==> src/ook_pulse_pair_code_decoder_top_assert.svh <==
// Assertion macros for the pulse-pair code decoder.
// Each macro samples on i_clk and is disabled while i_rst_n is low.
`ifndef OOK_PULSE_PAIR_CODE_DECODER_TOP_ASSERT_SVH
`define OOK_PULSE_PAIR_CODE_DECODER_TOP_ASSERT_SVH

// Same-cycle implication.
`define OOKPD_ASSERT_NOW(lbl, ante, cons, msg) \
    lbl: assert property (@(posedge i_clk) disable iff (!i_rst_n) (ante) |-> (cons)) \
        else $error(msg);

// Next-cycle implication.
`define OOKPD_ASSERT_NEXT(lbl, ante, cons, msg) \
    lbl: assert property (@(posedge i_clk) disable iff (!i_rst_n) (ante) |=> (cons)) \
        else $error(msg);

`endif

==> src/ookpd_pkg.sv <==
// Shared widths, register codes, reset values and the threshold struct
// for the pulse-pair code decoder. No dependencies.
package ookpd_pkg;

    localparam int MAX_CODE_BITS  = 32;
    localparam int DURATION_WIDTH = 24;

    localparam int CODE_W     = 32;
    localparam int BITS_W     = 6;
    localparam int BITS_W1    = BITS_W + 1;
    localparam int NOM_W      = 16;
    localparam int TOL_W      = 7;
    localparam int CNT_W      = 8;
    localparam int CFG_IDX_W  = 3;
    localparam int CFG_DATA_W = 16;

    // floor(p / 100) as (p * RECIP_100) >> RECIP_SHIFT, exact for p < 2**PROD_W
    localparam int PROD_W      = NOM_W + TOL_W;
    localparam int RECIP_W     = 24;
    localparam int RECIP_SHIFT = PROD_W + 7;
    localparam logic [RECIP_W-1:0] RECIP_100 =
        RECIP_W'(((64'd1 << RECIP_SHIFT) + 64'd99) / 64'd100);
    localparam int SCALED_W = PROD_W + RECIP_W;
    localparam int DEV_W    = SCALED_W - RECIP_SHIFT;
    localparam int BND_W    = DEV_W + 1;

    localparam logic [BITS_W1-1:0] MAX_BITS_V = BITS_W1'(MAX_CODE_BITS);

    // register indexes
    localparam logic [CFG_IDX_W-1:0] CFG_SHORT_US      = 3'd0;
    localparam logic [CFG_IDX_W-1:0] CFG_LONG_US       = 3'd1;
    localparam logic [CFG_IDX_W-1:0] CFG_TOLERANCE_PCT = 3'd2;
    localparam logic [CFG_IDX_W-1:0] CFG_CODE_BITS     = 3'd3;
    localparam logic [CFG_IDX_W-1:0] CFG_MIN_KEEP_BITS = 3'd4;
    localparam logic [CFG_IDX_W-1:0] CFG_MIN_SAMPLES   = 3'd5;

    localparam logic [NOM_W-1:0]  RST_SHORT_US      = 16'd500;
    localparam logic [NOM_W-1:0]  RST_LONG_US       = 16'd1500;
    localparam logic [TOL_W-1:0]  RST_TOLERANCE_PCT = 7'd40;
    localparam logic [BITS_W-1:0] RST_CODE_BITS     = 6'd10;
    localparam logic [BITS_W-1:0] RST_MIN_KEEP_BITS = 6'd8;
    localparam logic [CNT_W-1:0]  RST_MIN_SAMPLES   = 8'd10;

    typedef struct packed {
        logic signed [BND_W-1:0] short_lo;
        logic [BND_W-1:0]        short_hi;
        logic signed [BND_W-1:0] long_lo;
        logic [BND_W-1:0]        long_hi;
        logic [BITS_W-1:0]       code_bits;
        logic [BITS_W-1:0]       min_keep_bits;
        logic [CNT_W-1:0]        min_samples;
    } t_cfg;

endpackage

==> src/ookpd_in_if.sv <==
// Sample channel: valid/ready beat carrying one signed duration and framing.
// Depends on nothing; width set by DW.
interface ookpd_in_if #(parameter int DW = 24) ();
    logic                 valid;
    logic                 ready;
    logic signed [DW-1:0] duration;
    logic                 first;
    logic                 last;

    modport source (output valid, output duration, output first, output last, input ready);
    modport sink   (input valid, input duration, input first, input last, output ready);
endinterface

==> src/ookpd_out_if.sv <==
// Verdict channel: valid/ready beat carrying ok, code and bit count.
// Depends on ookpd_pkg for the field widths.
interface ookpd_out_if import ookpd_pkg::*; ();
    logic              valid;
    logic              ready;
    logic              ok;
    logic [CODE_W-1:0] code;
    logic [BITS_W-1:0] bits;

    modport source (output valid, output ok, output code, output bits, input ready);
    modport sink   (input valid, input ok, input code, input bits, output ready);
endinterface

==> src/ookpd_bounds.sv <==
// Configuration registers and the match windows derived from them.
// Depends on ookpd_pkg (t_cfg, register codes, reciprocal constant).
module ookpd_bounds import ookpd_pkg::*; (
    input  logic                  i_clk,
    input  logic                  i_rst_n,
    input  logic                  i_cfg_we,
    input  logic [CFG_IDX_W-1:0]  i_cfg_idx,
    input  logic [CFG_DATA_W-1:0] i_cfg_data,
    output t_cfg                  o_cfg
);

    logic [NOM_W-1:0]  r_short_us, n_short_us;
    logic [NOM_W-1:0]  r_long_us, n_long_us;
    logic [TOL_W-1:0]  r_tol, n_tol;
    logic [BITS_W-1:0] r_code_bits, n_code_bits;
    logic [BITS_W-1:0] r_min_keep, n_min_keep;
    logic [CNT_W-1:0]  r_min_samples, n_min_samples;

    logic [PROD_W-1:0] r_prod_short, r_prod_long;

    logic signed [BND_W-1:0] r_short_lo, r_long_lo;
    logic [BND_W-1:0]        r_short_hi, r_long_hi;

    logic [SCALED_W-1:0] w_scaled_short, w_scaled_long;
    logic [DEV_W-1:0]    w_dev_short, w_dev_long;

    always_comb begin
        n_short_us    = r_short_us;
        n_long_us     = r_long_us;
        n_tol         = r_tol;
        n_code_bits   = r_code_bits;
        n_min_keep    = r_min_keep;
        n_min_samples = r_min_samples;
        if (!i_rst_n) begin
            n_short_us    = RST_SHORT_US;
            n_long_us     = RST_LONG_US;
            n_tol         = RST_TOLERANCE_PCT;
            n_code_bits   = RST_CODE_BITS;
            n_min_keep    = RST_MIN_KEEP_BITS;
            n_min_samples = RST_MIN_SAMPLES;
        end else if (i_cfg_we) begin
            unique case (i_cfg_idx)
                CFG_SHORT_US:      n_short_us    = i_cfg_data[NOM_W-1:0];
                CFG_LONG_US:       n_long_us     = i_cfg_data[NOM_W-1:0];
                CFG_TOLERANCE_PCT: n_tol         = i_cfg_data[TOL_W-1:0];
                CFG_CODE_BITS:     n_code_bits   = i_cfg_data[BITS_W-1:0];
                CFG_MIN_KEEP_BITS: n_min_keep    = i_cfg_data[BITS_W-1:0];
                CFG_MIN_SAMPLES:   n_min_samples = i_cfg_data[CNT_W-1:0];
                default: ;
            endcase
        end
    end

    // deviation = floor(nominal * tolerance / 100) via reciprocal multiply
    assign w_scaled_short = {{RECIP_W{1'b0}}, r_prod_short} * {{PROD_W{1'b0}}, RECIP_100};
    assign w_scaled_long  = {{RECIP_W{1'b0}}, r_prod_long} * {{PROD_W{1'b0}}, RECIP_100};
    assign w_dev_short    = w_scaled_short[RECIP_SHIFT +: DEV_W];
    assign w_dev_long     = w_scaled_long[RECIP_SHIFT +: DEV_W];

    // products follow next config values so windows settle at the edge after the write edge
    always_ff @(posedge i_clk) begin
        r_short_us    <= n_short_us;
        r_long_us     <= n_long_us;
        r_tol         <= n_tol;
        r_code_bits   <= n_code_bits;
        r_min_keep    <= n_min_keep;
        r_min_samples <= n_min_samples;
        r_prod_short  <= {{TOL_W{1'b0}}, n_short_us} * {{NOM_W{1'b0}}, n_tol};
        r_prod_long   <= {{TOL_W{1'b0}}, n_long_us} * {{NOM_W{1'b0}}, n_tol};
        r_short_lo    <= $signed({{(BND_W-NOM_W){1'b0}}, r_short_us}
                                 - {{(BND_W-DEV_W){1'b0}}, w_dev_short});
        r_short_hi    <= {{(BND_W-NOM_W){1'b0}}, r_short_us}
                         + {{(BND_W-DEV_W){1'b0}}, w_dev_short};
        r_long_lo     <= $signed({{(BND_W-NOM_W){1'b0}}, r_long_us}
                                 - {{(BND_W-DEV_W){1'b0}}, w_dev_long});
        r_long_hi     <= {{(BND_W-NOM_W){1'b0}}, r_long_us}
                         + {{(BND_W-DEV_W){1'b0}}, w_dev_long};
    end

    assign o_cfg.short_lo      = r_short_lo;
    assign o_cfg.short_hi      = r_short_hi;
    assign o_cfg.long_lo       = r_long_lo;
    assign o_cfg.long_hi       = r_long_hi;
    assign o_cfg.code_bits     = r_code_bits;
    assign o_cfg.min_keep_bits = r_min_keep;
    assign o_cfg.min_samples   = r_min_samples;

endmodule

==> src/ookpd_decode.sv <==
// Sample register, pair decoder state and verdict register.
// Depends on ookpd_pkg, ookpd_in_if, ookpd_out_if and the assertion macros.
`include "ook_pulse_pair_code_decoder_top_assert.svh"

module ookpd_decode import ookpd_pkg::*; #(
    parameter int DW = DURATION_WIDTH
) (
    input  logic        i_clk,
    input  logic        i_rst_n,
    input  t_cfg        i_cfg,
    ookpd_in_if.sink    i_in,
    ookpd_out_if.source o_out
);

    localparam int CMP_W = (DW > BND_W) ? DW : BND_W;

    // sample register
    logic          r_in_valid;
    logic [DW-1:0] r_in_dur;
    logic          r_in_first;
    logic          r_in_last;

    // capture state
    logic [CNT_W-1:0]  r_count, n_count;
    logic              r_expect_gap, n_expect_gap;
    logic              r_held_neg, n_held_neg;
    logic              r_held_short, n_held_short;
    logic              r_held_long, n_held_long;
    logic [CODE_W-1:0] r_shift, n_shift;
    logic [BITS_W-1:0] r_bits_found, n_bits_found;
    logic              r_decided, n_decided;
    logic              r_success, n_success;

    // verdict register
    logic              r_out_valid;
    logic              r_out_ok;
    logic [CODE_W-1:0] r_out_code;
    logic [BITS_W-1:0] r_out_bits;

    logic              w_go;
    logic              w_neg;
    logic [DW-1:0]     w_mag;
    logic              w_m_short;
    logic              w_m_long;
    logic              w_bit_zero;
    logic              w_pair_ok;
    logic              w_cb_ok;
    logic              w_is_first;
    logic              w_ok;
    logic [CODE_W-1:0] w_code;

    function automatic logic f_near(input logic [DW-1:0] mag,
                                    input logic signed [BND_W-1:0] lo,
                                    input logic [BND_W-1:0] hi);
        logic [CMP_W-1:0] mag_x;
        mag_x = CMP_W'(mag);
        return (lo[BND_W-1] || mag_x >= CMP_W'($unsigned(lo))) && mag_x <= CMP_W'(hi);
    endfunction

    // stall only when a verdict must load into a full output register
    assign w_go       = r_in_valid && (!r_in_last || !r_out_valid || o_out.ready);
    assign i_in.ready = !r_in_valid || w_go;

    always_ff @(posedge i_clk) begin
        if (!i_rst_n) begin
            r_in_valid <= 1'b0;
        end else if (i_in.ready) begin
            r_in_valid <= i_in.valid;
        end
    end

    always_ff @(posedge i_clk) begin
        if (i_in.ready && i_in.valid) begin
            r_in_dur   <= i_in.duration;
            r_in_first <= i_in.first;
            r_in_last  <= i_in.last;
        end
    end

    assign w_neg      = r_in_dur[DW-1];
    assign w_mag      = w_neg ? (~r_in_dur + 1'b1) : r_in_dur;
    assign w_m_short  = f_near(w_mag, i_cfg.short_lo, i_cfg.short_hi);
    assign w_m_long   = f_near(w_mag, i_cfg.long_lo, i_cfg.long_hi);
    assign w_bit_zero = r_held_short && w_m_long;
    assign w_pair_ok  = w_bit_zero || (r_held_long && w_m_short);
    assign w_cb_ok    = (i_cfg.code_bits != '0) && ({1'b0, i_cfg.code_bits} <= MAX_BITS_V);

    always_comb begin
        n_count      = r_count;
        n_expect_gap = r_expect_gap;
        n_held_neg   = r_held_neg;
        n_held_short = r_held_short;
        n_held_long  = r_held_long;
        n_shift      = r_shift;
        n_bits_found = r_bits_found;
        n_decided    = r_decided;
        n_success    = r_success;
        if (r_in_first) begin
            n_count      = '0;
            n_expect_gap = 1'b0;
            n_shift      = '0;
            n_bits_found = '0;
            n_decided    = 1'b0;
            n_success    = 1'b0;
        end
        w_is_first = (n_count == '0);
        if (n_count != '1) begin
            n_count = n_count + 1'b1;
        end
        // skip a leading low sample, ignore everything after a decision
        if (!n_decided && !(w_is_first && w_neg)) begin
            if (!n_expect_gap) begin
                n_expect_gap = 1'b1;
                n_held_neg   = w_neg;
                n_held_short = w_m_short;
                n_held_long  = w_m_long;
            end else begin
                n_expect_gap = 1'b0;
                priority if (r_held_neg) begin
                    n_decided = 1'b1;
                    n_success = 1'b0;
                end else if (!w_pair_ok) begin
                    if (n_bits_found >= i_cfg.min_keep_bits) begin
                        n_decided = 1'b1;
                        n_success = 1'b0;
                    end else begin
                        n_shift      = '0;
                        n_bits_found = '0;
                    end
                end else begin
                    n_shift = {n_shift[CODE_W-2:0], !w_bit_zero};
                    if (n_bits_found != '1) begin
                        n_bits_found = n_bits_found + 1'b1;
                    end
                    if (w_cb_ok && n_bits_found == i_cfg.code_bits) begin
                        n_decided = 1'b1;
                        n_success = 1'b1;
                    end
                end
            end
        end
        w_ok   = n_success && (n_count >= i_cfg.min_samples);
        w_code = n_shift;
        // verdict taken: start a fresh capture
        if (r_in_last) begin
            n_count      = '0;
            n_expect_gap = 1'b0;
            n_shift      = '0;
            n_bits_found = '0;
            n_decided    = 1'b0;
            n_success    = 1'b0;
        end
    end

    always_ff @(posedge i_clk) begin
        if (!i_rst_n) begin
            r_count      <= '0;
            r_expect_gap <= 1'b0;
            r_shift      <= '0;
            r_bits_found <= '0;
            r_decided    <= 1'b0;
            r_success    <= 1'b0;
        end else if (w_go) begin
            r_count      <= n_count;
            r_expect_gap <= n_expect_gap;
            r_shift      <= n_shift;
            r_bits_found <= n_bits_found;
            r_decided    <= n_decided;
            r_success    <= n_success;
        end
    end

    always_ff @(posedge i_clk) begin
        if (w_go) begin
            r_held_neg   <= n_held_neg;
            r_held_short <= n_held_short;
            r_held_long  <= n_held_long;
        end
    end

    always_ff @(posedge i_clk) begin
        if (!i_rst_n) begin
            r_out_valid <= 1'b0;
        end else if (w_go && r_in_last) begin
            r_out_valid <= 1'b1;
        end else if (o_out.ready) begin
            r_out_valid <= 1'b0;
        end
    end

    always_ff @(posedge i_clk) begin
        if (w_go && r_in_last) begin
            r_out_ok   <= w_ok;
            r_out_code <= w_ok ? w_code : '0;
            r_out_bits <= w_ok ? i_cfg.code_bits : '0;
        end
    end

    assign o_out.valid = r_out_valid;
    assign o_out.ok    = r_out_ok;
    assign o_out.code  = r_out_code;
    assign o_out.bits  = r_out_bits;

    `OOKPD_ASSERT_NOW(a_ok_bits, r_out_valid && r_out_ok,
        r_out_bits == i_cfg.code_bits && r_out_bits != '0, "ok verdict with wrong bit count")
    `OOKPD_ASSERT_NOW(a_fail_zero, r_out_valid && !r_out_ok,
        r_out_code == '0 && r_out_bits == '0, "failed verdict carries a code")
    `OOKPD_ASSERT_NOW(a_load_on_last, $rose(r_out_valid),
        $past(r_in_valid && r_in_last), "verdict without a last sample")
    `OOKPD_ASSERT_NOW(a_success_decided, r_success, r_decided, "success without decision")

endmodule

==> src/ook_pulse_pair_code_decoder_top.sv <==
// A capture's last sample passes the input register, then its verdict loads into the
// verdict register once that register is free.
// Throughput: one sample per cycle; input stalls only while a verdict waits in a
// full output register. The capture state loop (compares, pair check, shift) is combinational.
// A config write passes the config and product registers, then the window registers.
// Reset (i_rst_n low, synchronous) restores register defaults and clears capture state but the held pulse flags.
module ook_pulse_pair_code_decoder_top import ookpd_pkg::*; #(
    parameter int DURATION_W = DURATION_WIDTH
) (
    input  logic                  i_clk,
    input  logic                  i_rst_n,
    input  logic                  i_cfg_we,
    input  logic [CFG_IDX_W-1:0]  i_cfg_idx,
    input  logic [CFG_DATA_W-1:0] i_cfg_data,
    ookpd_in_if.sink              i_in,
    ookpd_out_if.source           o_out
);

    t_cfg w_cfg;

    ookpd_bounds u_bounds (
        .i_clk      (i_clk),
        .i_rst_n    (i_rst_n),
        .i_cfg_we   (i_cfg_we),
        .i_cfg_idx  (i_cfg_idx),
        .i_cfg_data (i_cfg_data),
        .o_cfg      (w_cfg)
    );

    ookpd_decode #(.DW(DURATION_W)) u_decode (
        .i_clk   (i_clk),
        .i_rst_n (i_rst_n),
        .i_cfg   (w_cfg),
        .i_in    (i_in),
        .o_out   (o_out)
    );

endmodule

==> src/flat_wrapper.sv <==
// flat-port wrapper written by rule: the top's interface ports become plain ports
module ook_pulse_pair_code_decoder_top_flat import ookpd_pkg::*;
#(
    parameter int DURATION_W = DURATION_WIDTH
)
  (i_clk, i_rst_n, i_cfg_we, i_cfg_idx, i_cfg_data, i_in_valid, i_in_duration, i_in_first, i_in_last, i_in_ready, o_out_valid, o_out_ok, o_out_code, o_out_bits, o_out_ready);
  ookpd_in_if #(.DW(DURATION_WIDTH)) i_in_i ();
  ookpd_out_if o_out_i ();
  input  logic i_clk;
  input  logic i_rst_n;
  input  logic i_cfg_we;
  input  logic [CFG_IDX_W-1:0] i_cfg_idx;
  input  logic [CFG_DATA_W-1:0] i_cfg_data;
  input wire logic [$bits(i_in_i.valid)-1:0] i_in_valid;
  input wire logic [$bits(i_in_i.duration)-1:0] i_in_duration;
  input wire logic [$bits(i_in_i.first)-1:0] i_in_first;
  input wire logic [$bits(i_in_i.last)-1:0] i_in_last;
  output wire logic [$bits(i_in_i.ready)-1:0] i_in_ready;
  output wire logic [$bits(o_out_i.valid)-1:0] o_out_valid;
  output wire logic [$bits(o_out_i.ok)-1:0] o_out_ok;
  output wire logic [$bits(o_out_i.code)-1:0] o_out_code;
  output wire logic [$bits(o_out_i.bits)-1:0] o_out_bits;
  input wire logic [$bits(o_out_i.ready)-1:0] o_out_ready;
  assign i_in_i.valid = i_in_valid;
  assign i_in_i.duration = i_in_duration;
  assign i_in_i.first = i_in_first;
  assign i_in_i.last = i_in_last;
  assign i_in_ready = i_in_i.ready;
  assign o_out_valid = o_out_i.valid;
  assign o_out_ok = o_out_i.ok;
  assign o_out_code = o_out_i.code;
  assign o_out_bits = o_out_i.bits;
  assign o_out_i.ready = o_out_ready;
  ook_pulse_pair_code_decoder_top #(.DURATION_W(DURATION_W)) u_core (.i_clk(i_clk), .i_rst_n(i_rst_n), .i_cfg_we(i_cfg_we), .i_cfg_idx(i_cfg_idx), .i_cfg_data(i_cfg_data), .i_in(i_in_i), .o_out(o_out_i));
endmodule
==> config.mk <==
export PLATFORM = sky130hd
export DESIGN_NAME = ook_pulse_pair_code_decoder_top_flat
export DESIGN_NICKNAME = d
export VERILOG_FILES = /design/src/ookpd_pkg.sv /design/src/ookpd_in_if.sv /design/src/ookpd_out_if.sv /design/src/ookpd_bounds.sv /design/src/ookpd_decode.sv /design/src/ook_pulse_pair_code_decoder_top.sv /design/src/flat_wrapper.sv
export VERILOG_INCLUDE_DIRS = /design/src /design/src/src
export SDC_FILE = /design/constraint.sdc
export NUM_CORES = 2
export LEC_CHECK = 0
export ABC_AREA = 1
export BUFFER_PORTS_ARGS = -buffer_cell sky130_fd_sc_hd__buf_2
export CAP_MARGIN = 15
export CORE_MARGIN = 2
export CORE_UTILIZATION = 36
export DETAILED_ROUTE_END_ITERATION = 10
export HOLD_SLACK_MARGIN = 0.06
export PLACE_DENSITY_LB_ADDON = 0.1
export REMOVE_ABC_BUFFERS = 1
export SYNTH_ARGS = -nofsm -noshare
export SYNTH_HDL_FRONTEND = slang
export SYNTH_SLANG_ARGS = --single-unit
==> constraint.sdc <==
create_clock -name i_clk -period 11.3 [get_ports i_clk]
set_clock_uncertainty 0.2 [all_clocks]
set_input_delay 1.13 -clock i_clk [delete_from_list [all_inputs] [get_ports i_clk]]
set_output_delay 1.13 -clock i_clk [all_outputs]
set_load 0.02 [all_outputs]
* Word-level counts from Yosys, hierarchy flattened
Index checks and enable logic that the tools add are counted.
** Cells by class
- Add/subtract/negate cells :: 7
- Multiply operators :: 4
- $lt $le $gt $ge :: 7
- Eq/ne operators :: 8
- Multiplexer cells :: 54
- Bitwise operators :: 2
- Reduce and logical (&&, ||, !) cells :: 32
** Operators with widths (number)
- $mux 32 :: 7
- $mux 16 :: 6
- $mul 23x24->47 const B :: 2
- $mux 6 :: 12
- $ge 24x18->1 :: 2
- $le 24x18->1 :: 2
- $mul 16x7->23 :: 2
- $add 16x17->18 :: 2
- $sub 16x17->18 :: 2
- $add 24x1->24 const B :: 1
- $mux 24 :: 1
- $mux 8 :: 3
- $not 24->24 :: 1
- $mux 1 :: 22
- $mux 7 :: 3
- $logic_and 1x1->1 :: 12
- $add 8x1->8 const B :: 1
- $ge 8x8->1 :: 1
- $logic_not 8->1 :: 1
- $ne 8x8->1 const B :: 1
- $add 6x1->6 const B :: 1
- $eq 3x2->1 const B :: 2
- $eq 3x3->1 const B :: 2
- $eq 6x6->1 :: 1
- other kinds (12) :: 24
** Storage, ports and cells
- Register bits :: 296
- Input bits :: 50
- Output and inout bits :: 41

* Logic depth before layout (Yosys ltp)
- Word-level depth :: 20
- Mapped depth :: 39

* Modules after synthesis
Synthesis repeated with hierarchy kept, for this count alone.
** Second synthesis, totals
- Cells, all modules :: 5663
- Area, all modules :: 44458.9 µm²
** By module, submodules not included
- ookpd_bounds :: instances 1, cells each 4482, area an instance 35860.6 µm², sequential area each 3503.4 µm²
- ookpd_decode :: instances 1, cells each 1181, area an instance 8598.2 µm², sequential area each 3062.9 µm²

* Worst setup path after synthesis
No wires, ideal clock.
- Path type :: register -> register
- From :: register u_core.u_bounds.r_prod_long[3]
- To :: register u_core.u_bounds.r_long_lo[14]
- Data arrival time :: 7442 ps
- Data required time :: 11028 ps
- Setup slack :: 3586 ps
- Stages on the path, launching flop included :: 33
- Path buffers :: 0
- Period minus slack after synthesis :: 7714 ps
- Cells stage by stage :: dfxtp_1 > fa_1 > fa_1 > inv_1 > fa_1 > inv_1 > fa_1 > fa_1 > fa_1 > inv_1 > fa_1 > inv_1 > ha_1 > nand2_1 > nor2_1 > inv_1 > o21ai_0 > a31o_2 > inv_1 > o21ai_0 > xor2_1 > inv_1 > fa_1 > o31ai_1 > nand2_1 > nand2_1 > a21oi_1 > o21bai_1 > a21oi_1 > o21ai_0 > a21oi_1 > o21ai_0 > xor2_1
** Between the ends
- Cells in the longest elaborated chain, start to end :: 2
** RTL lines
- start, declared :: line ookpd_bounds.sv:19 : logic [PROD_W-1:0] r_prod_short, r_prod_long;
- start signal, assigned :: line ookpd_bounds.sv:69 : r_prod_long <= {{TOL_W{1'b0}}, n_long_us} * {{NOM_W{1'b0}}, n_tol};
- $mul 23x24->47 :: line ookpd_bounds.sv:56 : assign w_scaled_long = {{RECIP_W{1'b0}}, r_prod_long} * {{PROD_W{1'b0}}, RECIP_100};
- $sub 16x17->18 :: line ookpd_bounds.sv:75 : - {{(BND_W-DEV_W){1'b0}}, w_dev_long});
- end signal, assigned :: line ookpd_bounds.sv:74 : r_long_lo <= $signed({{(BND_W-NOM_W){1'b0}}, r_long_us}
- end, declared :: line ookpd_bounds.sv:21 : logic signed [BND_W-1:0] r_short_lo, r_long_lo;
Every way passes these cells.
A chain may end at the register's enable or synchronous reset.

* Final worst setup path
Ends and elaborated chain as after synthesis.

==> results.yml <==
outcome:
  status: "completed"
critical_path:
  slowest_stage: "dfxtp_1"
  rrSetupSlack_ns: 2.45
  worstReg2RegEnd: "u_core.u_bounds.r_long_lo[14]"
  crit_end: "u_core.u_bounds.r_long_lo[14]"
  cp_max_fo: 8
  crit_required_ns: 11.66
  crit_top_cell: "inv_1"
  cp-startpoint: "u_core.u_bounds.r_prod_long[3]"
  cpPeakStageDelay_ns: 0.61
  r2r-start: "u_core.u_bounds.r_prod_long[3]"
  r2r_cells: 36
  cp-end-kind: "flip-flop"
  cp_data_arrival_time_ns: 9.21
  crit_type: "flip-flop to flip-flop"
  cp-start-kind: "flip-flop"
detailed_routing:
  firstDrtPassIters: 6
  ant_nets: 0
  drc_errors: 0
  viasPerCell: 4.75
  avgRoutedWirePerCell_um: 18.4
  wl_um: 119000
  first_iter_violations: 1572
  vias: 30900
synth:
  ys_async_sr_fraction: 0
  synth_compound_area_frac: 0.0836
  synth_cells: 4869
  ys_ff_latch: 294
  synth.area.mux_share: 0
  synth_top_area_cell: "fa_1"
  synth_warnings: 0
  synth_fa_ha_area_frac: 0.479
  synth_top_family_by_area: "adder cells"
  syn_area_per_cell_um2: 8.45
  yosysSeqAreaShare: 0.160
  synth_area_leaders: "fa_1 (26%), ha_1 (22%), dfxtp_1 (11%), inv_1 (10%), nand2_1 (7.0%)"
  synthSimpleGateAreaFrac: 0.132
  synthXorXnorAreaFrac: 0.0343
  synthDominantCellAreaShare: 0.258
  synthesis.area_um2: 41200
  synth_cell_types: 55
  synth_flop_cell: "dfxtp_1"
  synth-edff-count: 68
finish:
  nets: 6257
  design_area_um2: 44900
  fin_util: 0.395
  drive_gt1_frac: 0.0490
  diodes: 0
  areaGrowthSynthToFinish_pct: 9.21
clocking:
  cts_resized: 0
  cts_sinks: 294
  clk_path_buf_depth: 3
  cts-root-buf: "clkbuf_16"
  cts_buffers: 42
  cts_hold_buf: 0
  clkLatencyLatePin_ns: 0.64
  htree_levels: 2
  tritoncts: "done"
  post_cts_buffers: 0
  clkTransAtPathRegs_ns: 0.07
global_routing:
  grt.total_usage: 0.210
  grt_pass1_wl_um: 189000
  grt_overflow: 0
  grt_antenna_before_repair: 1
  grt_pass1_vias: 32700
  grt_max_degree: 53
sta:
  finalHoldViolations: 0
  tightest_slew_ns: 1.09
  setup_viol: 0
  finalMaxSlewViolations: 0
  min_period_ns: 8.85
  fin_ws_ns: 2.45
  fmax_mhz: 113
  rsz0062_at_grt: "no"
  relSlewSlack: 0.265
  fin_tns_setup_ns: 0
  finalCritPeriodShare: 0.783
min_path:
  min_path_type: "flip-flop to flip-flop"
die:
  rows: 124
  start_util: 0.361
  die_w_um: 342
  core-area_um2: 114000
  io_pins: 91
  die_area_um2: 117000
  die_h_um: 342
placement:
  dp_slack_ns: 2.44
  place_area_um2: 43400
  gp_congestion: 0.896
  io_buffers: 90
  dp_hpwl_um: 101000
job:
  cap_viol_max_count: 0
-- stage by stage --
step                cells  hold slack (ns)
floorplan            4786            0.235
global placement     6418            0.250
detailed placement   6419            0.255
CTS                  6496            0.265
global route         6496            0.274
finish               6496            0.264
-- cells in the final DEF (no fill, tap or decap), types with 6 or more instances in the layout --
cell type,synthesis,routed
fa_1,530,530
ha_1,726,726
nand2_1,766,766
a31oi_1,15,15
o21ai_0,136,136
a21boi_0,9,9
nand3_1,111,111
o31ai_1,10,10
xor2_1,125,125
xnor2_1,36,36
o21a_1,12,12
or2_2,9,9
nor2_2,18,17
clkbuf_16,0,43
edfxtp_1,68,68
buf_4,0,31
inv_1,1133,1132
clkinv_2,0,7
a21o_1,17,17
a21oi_1,352,352
nor3_1,52,48
nor2_1,290,289
nor4_1,19,19
bufinv_16,0,6
buf_2,12,90
o21bai_1,14,14
o211ai_1,21,21
nand4_1,21,21
a211oi_1,7,7
dfxtp_1,226,226
-- worst min path at each step --
stage,from,end,cells after the start
floorplan,u_core.u_bounds.r_min_keep[1],u_core.u_bounds.r_min_keep[1],2
global placement,u_core.u_bounds.r_min_keep[4],u_core.u_bounds.r_min_keep[4],2
detailed placement,u_core.u_decode.r_shift[12],u_core.u_decode.r_shift[12],2
CTS,u_core.u_decode.r_shift[12],u_core.u_decode.r_shift[12],2
global route,u_core.u_decode.r_shift[12],u_core.u_decode.r_shift[12],2
finish,u_core.u_decode.r_shift[14],u_core.u_decode.r_shift[14],2
-- registers in the layout, summed over array words and instances (netlist names), 16 cells and up --
register / count
u_core.u_decode.o_out.code: 32
u_core.u_decode.r_shift: 32
u_core.u_decode.r_in_dur: 24
u_core.u_bounds.r_prod_long: 23
u_core.u_bounds.r_prod_short: 23
u_core.u_bounds.r_long_hi: 18
u_core.u_bounds.r_short_hi: 18
u_core.u_bounds.r_long_lo: 17
u_core.u_bounds.r_short_lo: 17
u_core.u_bounds.r_long_us: 16
u_core.u_bounds.r_short_us: 16
-- cell usage after synthesis, drive strengths merged, types with 64 or more instances --
library cell     n
inv           1136
nand2          772
ha             726
fa             530
a21oi          352
nor2           308
dfxtp          226
o21ai          144
xor2           125
nand3          116
edfxtp          68
clkbuf          64
-- cell type report --
type	instances	area (um2)
repair buffers	121	683
clock inverters	25	367
well taps	1512	1890
flip-flops and latches	294	6570
inverters	1139	4280
clock buffers	52	1150
multi-input cells	3353	30000
fillers	11800	68900
-- worst max-delay path: cells and delay by family (launching register included) --
family | cells | cell delay, ns
AO/OA/AOI/OAI | 11 | 2.34
flip-flops | 1 | 0.61
XOR/XNOR | 2 | 0.50
AND/OR/NAND/NOR | 5 | 0.74
buffers and inverters | 9 | 0.66
adder cells (fa/ha/maj) | 9 | 3.73
-- routing by layer --
layer	wire length, um	vias to the layer above	track usage
met2	58700	425	0.370
met4	3800	2	0.0621
met5	15	-	0
met1	53900	14900	0.274
li1	-	15400	-
met3	2880	123	0.0176
-- kinds of logic after synthesis --
group | after synthesis
and+or+nand+nor | 1314
adders and majority gates | 1256
buffers and inverters | 1222
AOI/OAI and AO/OA | 622
DFF | 294
xor gates and xnor gates | 161
Power is left out: the tool's default activity adds up to more than one toggle a clock period on the data nets, which glitch-free logic cannot reach.
